**config.mk**
```make
export PLATFORM = sky130hd
export DESIGN_NAME = auth_failure_line_matcher
export DESIGN_NICKNAME = d
export VERILOG_FILES = /design/src/sv/aflm_pkg.sv /design/src/sv/aflm_window.sv /design/src/sv/aflm_line_stat.sv /design/src/sv/auth_failure_line_matcher.sv
export SDC_FILE = /design/constraint.sdc
export NUM_CORES = 1
export LEC_CHECK = 0
export BUFFER_PORTS_ARGS = -buffer_cell sky130_fd_sc_hd__buf_2
export CAP_MARGIN = 20
export CORE_ASPECT_RATIO = 0.75
export CORE_MARGIN = 8
export CORE_UTILIZATION = 45
export CTS_CLUSTER_SIZE = 8
export DETAILED_ROUTE_END_ITERATION = 7
export GPL_TIMING_DRIVEN = 0
export REMOVE_ABC_BUFFERS = 1
export SYNTH_ARGS = -nofsm -noshare
export SYNTH_HDL_FRONTEND = slang
export SYNTH_SLANG_ARGS = --single-unit
```
**constraint.sdc**
```tcl
create_clock -name i_clk -period 3.6 [get_ports i_clk]
set_input_delay 1.08 -clock i_clk [delete_from_list [all_inputs] [get_ports i_clk]]
set_output_delay 1.08 -clock i_clk [all_outputs]
set_load 0.02 [all_outputs]
```
**src/sv/aflm_pkg.sv**
```systemverilog
// ----------------------------------------------------------------------------
// Auth failure line matcher package
// Window size, signature constants and the types passed between modules.
// ----------------------------------------------------------------------------
`default_nettype none

package aflm_pkg;

    localparam int WINDOW_BYTES = 22;
    localparam int HIST_W       = 8 * (WINDOW_BYTES - 1);
    localparam int WIN_W        = 8 * WINDOW_BYTES;
    localparam int CNT_W        = 4;

    localparam logic [7:0]       NEWLINE_BYTE    = 8'd10;
    localparam logic [CNT_W-1:0] THRESHOLD_RESET = 4'd5;

    // string literals pack the first character in the top byte
    localparam logic [8*15-1:0] SIG_FAILED_PASSWORD = "Failed password";
    localparam logic [8*22-1:0] SIG_AUTH_FAILURE    = "authentication failure";
    localparam logic [8*12-1:0] SIG_INVALID_USER    = "Invalid user";
    localparam logic [8*8-1:0]  SIG_BREAK_IN        = "BREAK-IN";
    localparam logic [8*21-1:0] SIG_AUTH_FAILED     = "authentication failed";

    typedef struct packed {
        logic       last;
        logic [7:0] text_byte;
    } t_stage;

    // line_suspicious in the lowest bit
    typedef struct packed {
        logic [CNT_W-1:0] failure_count;
        logic             alert_raised;
        logic             line_suspicious;
    } t_result;

    function automatic logic is_line_end(input t_stage s);
        return (s.text_byte == NEWLINE_BYTE) || s.last;
    endfunction

endpackage

`default_nettype wire

```
**src/sv/aflm_window.sv**
```systemverilog
// ----------------------------------------------------------------------------
// Auth failure line matcher byte window
// Holds the previous bytes of the line and compares the window ending at the
// current byte with all signatures in parallel.
// ----------------------------------------------------------------------------
`default_nettype none

module aflm_window (
    input  wire logic            i_clk,
    input  wire logic            i_rst_n,
    input  wire logic            i_advance,
    input  wire aflm_pkg::t_stage i_stage,
    output logic                 o_hit
);
    import aflm_pkg::*;

    logic [HIST_W-1:0] r_hist;
    logic [HIST_W-1:0] n_hist;
    logic [WIN_W-1:0]  win;

    // most recent byte in the lowest bits
    assign win = {r_hist, i_stage.text_byte};

    always_comb begin
        o_hit = (win[$bits(SIG_FAILED_PASSWORD)-1:0] == SIG_FAILED_PASSWORD)
             || (win[$bits(SIG_AUTH_FAILURE)-1:0]    == SIG_AUTH_FAILURE)
             || (win[$bits(SIG_INVALID_USER)-1:0]    == SIG_INVALID_USER)
             || (win[$bits(SIG_BREAK_IN)-1:0]        == SIG_BREAK_IN)
             || (win[$bits(SIG_AUTH_FAILED)-1:0]     == SIG_AUTH_FAILED);
    end

    always_comb begin
        n_hist = r_hist;
        if (i_advance) begin
            if (is_line_end(i_stage)) begin
                n_hist = '0;
            end else begin
                n_hist = win[HIST_W-1:0];
            end
        end
    end

    always_ff @(posedge i_clk) begin
        if (!i_rst_n) begin
            r_hist <= '0;
        end else begin
            r_hist <= n_hist;
        end
    end

endmodule

`default_nettype wire

```
**src/sv/aflm_line_stat.sv**
```systemverilog
// ----------------------------------------------------------------------------
// Auth failure line matcher line statistics
// Tracks the per-line match flag and the suspicious line count, and forms the
// result for each closed line.
// ----------------------------------------------------------------------------
`default_nettype none

module aflm_line_stat (
    input  wire logic                     i_clk,
    input  wire logic                     i_rst_n,
    input  wire logic                     i_advance,
    input  wire aflm_pkg::t_stage         i_stage,
    input  wire logic                     i_hit,
    input  wire logic [aflm_pkg::CNT_W-1:0] i_threshold,
    output logic                          o_close,
    output aflm_pkg::t_result             o_result
);
    import aflm_pkg::*;

    logic             r_line_matched;
    logic             n_line_matched;
    logic [CNT_W-1:0] r_count;
    logic [CNT_W-1:0] n_count;
    logic             matched;
    logic [CNT_W-1:0] count_inc;
    logic             alert;

    assign o_close   = is_line_end(i_stage);
    assign matched   = r_line_matched || i_hit;
    assign count_inc = r_count + CNT_W'(1);
    assign alert     = matched && (count_inc >= i_threshold);

    always_comb begin
        o_result.line_suspicious = matched;
        o_result.alert_raised    = alert;
        if (!matched) begin
            o_result.failure_count = r_count;
        end else if (alert) begin
            o_result.failure_count = '0;
        end else begin
            o_result.failure_count = count_inc;
        end
    end

    always_comb begin
        n_line_matched = r_line_matched;
        n_count        = r_count;
        if (i_advance) begin
            if (o_close) begin
                n_line_matched = 1'b0;
                n_count        = o_result.failure_count;
            end else begin
                n_line_matched = matched;
            end
        end
    end

    always_ff @(posedge i_clk) begin
        if (!i_rst_n) begin
            r_line_matched <= 1'b0;
            r_count        <= '0;
        end else begin
            r_line_matched <= n_line_matched;
            r_count        <= n_count;
        end
    end

endmodule

`default_nettype wire

```
**src/sv/auth_failure_line_matcher.sv**
```systemverilog
// ----------------------------------------------------------------------------
// Auth failure line matcher
// Scans a byte stream for authentication-failure phrases, reports one result
// per line and raises an alert when the suspicious line count hits threshold.
//
//  channel  | dir | handshake               | payload
//  ---------+-----+-------------------------+----------------------------------
//  s_axis   | in  | tvalid/tready           | tdata[7:0] text_byte, tlast eoi
//  m_axis   | out | tvalid/tready           | tdata: suspicious, alert, count
//  cfg      | in  | i_cfg_wr_en             | i_cfg_wr_data alert_threshold
//
//  One byte per cycle while the result is not stalled; a closing byte's result
//  passes through the input register, then the result register.
//  Synchronous active-low reset clears window, counters and valids; the
//  threshold returns to 5.
//  A stalled result holds both stages; input stays open while the result
//  register is empty or being drained.
// ----------------------------------------------------------------------------
`default_nettype none

module auth_failure_line_matcher (
    input  wire logic                       i_clk,
    input  wire logic                       i_rst_n,
    input  wire logic                       s_axis_tvalid,
    output logic                            s_axis_tready,
    input  wire logic [7:0]                 s_axis_tdata,  // [7:0] text_byte
    input  wire logic                       s_axis_tlast,  // end_of_input
    output logic                            m_axis_tvalid,
    input  wire logic                       m_axis_tready,
    // [0] line_suspicious, [1] alert_raised, [5:2] failure_count, [7:6] zero
    output logic [7:0]                      m_axis_tdata,
    input  wire logic                       i_cfg_wr_en,
    input  wire logic [aflm_pkg::CNT_W-1:0] i_cfg_wr_data
);
    import aflm_pkg::*;

    logic             r_in_valid;
    t_stage           r_in;
    logic             r_out_valid;
    t_result          r_out;
    logic [CNT_W-1:0] r_threshold;

    logic    out_free;
    logic    advance;
    logic    hit;
    logic    close;
    t_result result;

    assign out_free      = !r_out_valid || m_axis_tready;
    assign advance       = r_in_valid && out_free;
    assign s_axis_tready = !r_in_valid || out_free;
    assign m_axis_tvalid = r_out_valid;
    assign m_axis_tdata  = {2'b00, r_out};

    aflm_window u_window (
        .i_clk     (i_clk),
        .i_rst_n   (i_rst_n),
        .i_advance (advance),
        .i_stage   (r_in),
        .o_hit     (hit)
    );

    aflm_line_stat u_line_stat (
        .i_clk       (i_clk),
        .i_rst_n     (i_rst_n),
        .i_advance   (advance),
        .i_stage     (r_in),
        .i_hit       (hit),
        .i_threshold (r_threshold),
        .o_close     (close),
        .o_result    (result)
    );

    always_ff @(posedge i_clk) begin
        if (!i_rst_n) begin
            r_threshold <= THRESHOLD_RESET;
        end else if (i_cfg_wr_en) begin
            r_threshold <= i_cfg_wr_data;
        end
    end

    always_ff @(posedge i_clk) begin
        if (!i_rst_n) begin
            r_in_valid <= 1'b0;
        end else if (s_axis_tready) begin
            r_in_valid <= s_axis_tvalid;
        end
    end

    always_ff @(posedge i_clk) begin
        if (s_axis_tvalid && s_axis_tready) begin
            r_in.text_byte <= s_axis_tdata;
            r_in.last      <= s_axis_tlast;
        end
    end

    always_ff @(posedge i_clk) begin
        if (!i_rst_n) begin
            r_out_valid <= 1'b0;
        end else if (out_free) begin
            r_out_valid <= advance && close;
        end
    end

    always_ff @(posedge i_clk) begin
        if (advance && close) begin
            r_out <= result;
        end
    end

endmodule

`default_nettype wire

```
==> reports/metrics.cfg <==
[outcome]
status = finished, final reports clean

[yosys]
ys_seq_area_share_pct = 50.80
synth-warning-count = 0
synthCells = 972
synth_flop_cell = dfxtp_1
synthAdderAreaFrac_pct = 0.7879
synth.area.mux_share_pct = 1.135
synth-seq-cells = 194
synth-edff-count = 15
avgSynthCellArea_sq_um = 8.169
synth-simple-area-share_pct = 31.07
syn_area_sq_um = 7940
synth_cell_type_count = 56
synth_compound_area_share_pct = 12.43
synth_xor_area_share_pct = 0.2206
synth_top_family_by_area = simple AND/OR/NAND/NOR gates
async_reset_ff_share_pct = 0

[worst_setup_path]
critPathLaunchType = flip-flop
max_stage_delay_ns = 0.62
crit_required_ns = 3.79
cp_cell_sequence = nor4bb_1, nand4b_1, or4_1, nor4_1, a41o_1, nor2_2, mux2_4
cp-end-kind = flip-flop
cp_max_fo = 6
crit_slowest_cell = or4_1
crit_type = reg2reg
r2r_cells = 7
cp_data_arrival_time_ns = 3.37

[clock_network]
clkLatencyLatePin_ns = 0.44
htree_levels = 4
cts_post_setup_buffers_inserted = 0
cts_tree = built
hold_buffers = 0
cts.sinks = 194
root_buffer = clkbuf_16
clockBufferDepth = 2
path_clk_slew_ns = 0.07
numCtsBuffers = 17
cts_resized = 0

[place]
place_congestion = 0.9020
dp_cells = 1187
post-dp-hpwl_mm = 14.09
io_buffers = 25
post_dp_cell_area_sq_um = 8329

[grt]
grt_max_degree = 83
grt.total_usage_pct = 19.07
overflow = 0
grt_first_pass_wirelength_mm = 33.11
grt_pass1_vias = 5968
grt_antenna_before_repair = 0

[timing]
rsz0062_at_grt = false
max-slew-margin-rel_pct = 55.00
finClkSkew_ns = 0.01385
fmax_ghz = 0.3150
setup_violations = 0
worst_slew_pin_slew_ns = 0.6660
fin_crit_sh_pct = 88.19
finalHoldViolCount = 0
period_needed_ns = 3.175
maxSlewViolCount = 0

[final_layout]
num-nets-final = 987
finalInstanceArea_sq_um = 8926
diodes = 0
synthToLayoutAreaGrowth_pct = 12.42
drive_gt1_share_pct = 8.188
fin_cells = 1219

[power]
clockPowerShare_pct = 44.7
p_comb_share_pct = 4.3
ir_drop_mv = 0.2605
power_switching_mw = 1.028
p_int_mw = 3.283
pwr-share-seq_pct = 51.1
power.density_nw_per_um2 = 482.9
netSwitchingFraction_pct = 23.85
p_leak_nw = 2.792

[detailed_routing]
drt_iter0_drc = 678
drt-total-wl_mm = 20.90
wire_per_inst_um = 17.14
detail-route-antenna-nets = 0
dr_total_vias = 6634
firstDrtPassIters = 7
viasPerCell = 5.442
drc_errors = 0

[floorplan]
dieArea_sq_um = 22190
die_w_um = 169.4
coreArea_sq_um = 17450
rows = 42
start_util_pct = 45.51
num_io_pins = 28
chipHeight_um = 131.0

[run]
drv_cap = 0

[hold_path]
min_path_cells = 2
hp-class = reg2reg

[cells in the mapped netlist, types with 2 or more instances]
cell / instances / share of area, %
a21boi_1: 2 / 0.19
nor4_1: 15 / 1.2
nand3_1: 15 / 0.95
or3_1: 4 / 0.32
and3b_1: 2 / 0.22
inv_2: 2 / 0.095
clkbuf_1: 54 / 2.6
mux2i_1: 6 / 0.76
nand4_1: 14 / 1.1
buf_1: 2 / 0.095
nand2b_1: 4 / 0.32
or4bb_1: 2 / 0.28
nor4bb_1: 14 / 1.8
nand2b_4: 2 / 0.35
dfxtp_1: 179 / 45
or4b_1: 5 / 0.63
ha_1: 5 / 0.79
nand4bb_1: 2 / 0.28
and4_1: 2 / 0.22
a21oi_1: 168 / 11
and2_1: 4 / 0.32
o21ai_1: 2 / 0.13
nand3b_1: 6 / 0.57
nand2_1: 350 / 17
nor3b_1: 3 / 0.28
or4_1: 9 / 0.85
nor4b_1: 10 / 1.1
nor2_1: 14 / 0.66
buf_4: 3 / 0.28
mux2_4: 2 / 0.38
buf_6: 2 / 0.28
a21o_1: 2 / 0.19
nand4b_1: 10 / 1.1
edfxtp_1: 15 / 5.7
nor3_1: 9 / 0.57
inv_1: 4 / 0.19
nor2b_1: 9 / 0.71
[worst paths after layout]
path | start | to | slack, ns
setup / recovery | r_in[0] | m_axis_tdata[3] | 0.43
hold / removal | u_window.r_hist[166] | u_window.r_hist[166] | 0.46
setup reg to reg | r_in[0] | m_axis_tdata[3] | 0.43
hold reg to reg | u_window.r_hist[166] | u_window.r_hist[166] | 0.46
[flip-flops by register name, summed over array words and instances (netlist names)]
name	cells
u_window.r_hist	168
r_in	9
m_axis_tdata	6
r_threshold	4
u_line_stat.r_count	4
m_axis_tvalid	1
r_in_valid	1
u_line_stat.r_line_matched	1
[worst max-delay path: cells and delay by family (launching register included)]
family             cells  cell delay, ns
AOI/OAI and AO/OA      1            0.24
and+or+nand+nor        5            1.86
muxes                  1            0.30
DFF                    1            0.52
[power groups by stage]
stage | combinational (mW) | clock [mW] | sequential [mW]
floorplan | 0.0984 | 0 | 2.25
global placement | 0.157 | 0 | 2.25
detailed placement | 0.185 | 0 | 2.25
CTS | 0.185 | 1.95 | 2.20
global route | 0.201 | 2.03 | 2.20
finish | 0.184 | 1.93 | 2.20
[cell type report]
type | instances | area (sq um)
multi-input combinational | 712 | 3655
sequential | 194 | 4034
timing repair buffer | 33 | 315.3
fill | 1731 | 8521
inverter | 6 | 22.52
clock inverter | 13 | 121.4
clock buffer | 19 | 475.5
tap | 242 | 302.8
[kinds of logic (layout without fill, tap and decap cells)]
family	after synthesis	after routing
and+or+nand+nor	510	510
DFF	194	194
adders and majority gates	5	5
xor gates and xnor gates	2	2
muxes	8	8
AOI/OAI and AO/OA	185	185
other	1	2
buffers and inverters	67	71
[through the flow]
step                       TNS, ns  hold slack (ns)  util, %  worst slack, ns  power [mW]
after floorplan           -1096.39           0.4312        -           -6.321       2.344
after global placement    -1949.25           0.4402    46.52           -11.20       2.409
after detailed placement         0           0.4449    47.74           0.5082       2.437
after CTS                        0           0.4567    51.16           0.5069       4.335
after global routing             0           0.4784    51.16           0.3489       4.438
final                            0           0.4559    51.16           0.4252       4.311
[layer usage]
metal | vias up | share of wire (%) | global-route usage [%]
met3 | 16 | 6.5 | 4.863
met2 | 168 | 41 | 26.55
met4 | 0 | 0.91 | 4.982
li1 | 3314 | - | -
met5 | - | 0 | 0
met1 | 3136 | 52 | 28.44
[cells in the final DEF (no fill, tap or decap), types with 3 or more instances in the layout]
cell type,netlist,final
a21oi_1,168,168
and2_1,4,4
buf_12,0,4
buf_16,0,4
buf_2,0,25
clkbuf_16,0,19
clkinv_4,0,3
dfxtp_1,179,179
edfxtp_1,15,15
ha_1,5,5
inv_1,4,4
inv_6,0,3
mux2i_1,6,6
nand2_1,350,349
nand2b_1,4,3
nand2b_4,2,3
nand3_1,15,15
nand3b_1,6,6
nand4_1,14,14
nand4b_1,10,10
nor2_1,14,14
nor2b_1,9,8
nor3_1,9,9
nor3b_1,3,3
nor4_1,15,15
nor4b_1,10,10
nor4bb_1,14,14
or3_1,4,4
or4_1,9,9
or4b_1,5,5
Power figures use the tool's default switching activity.
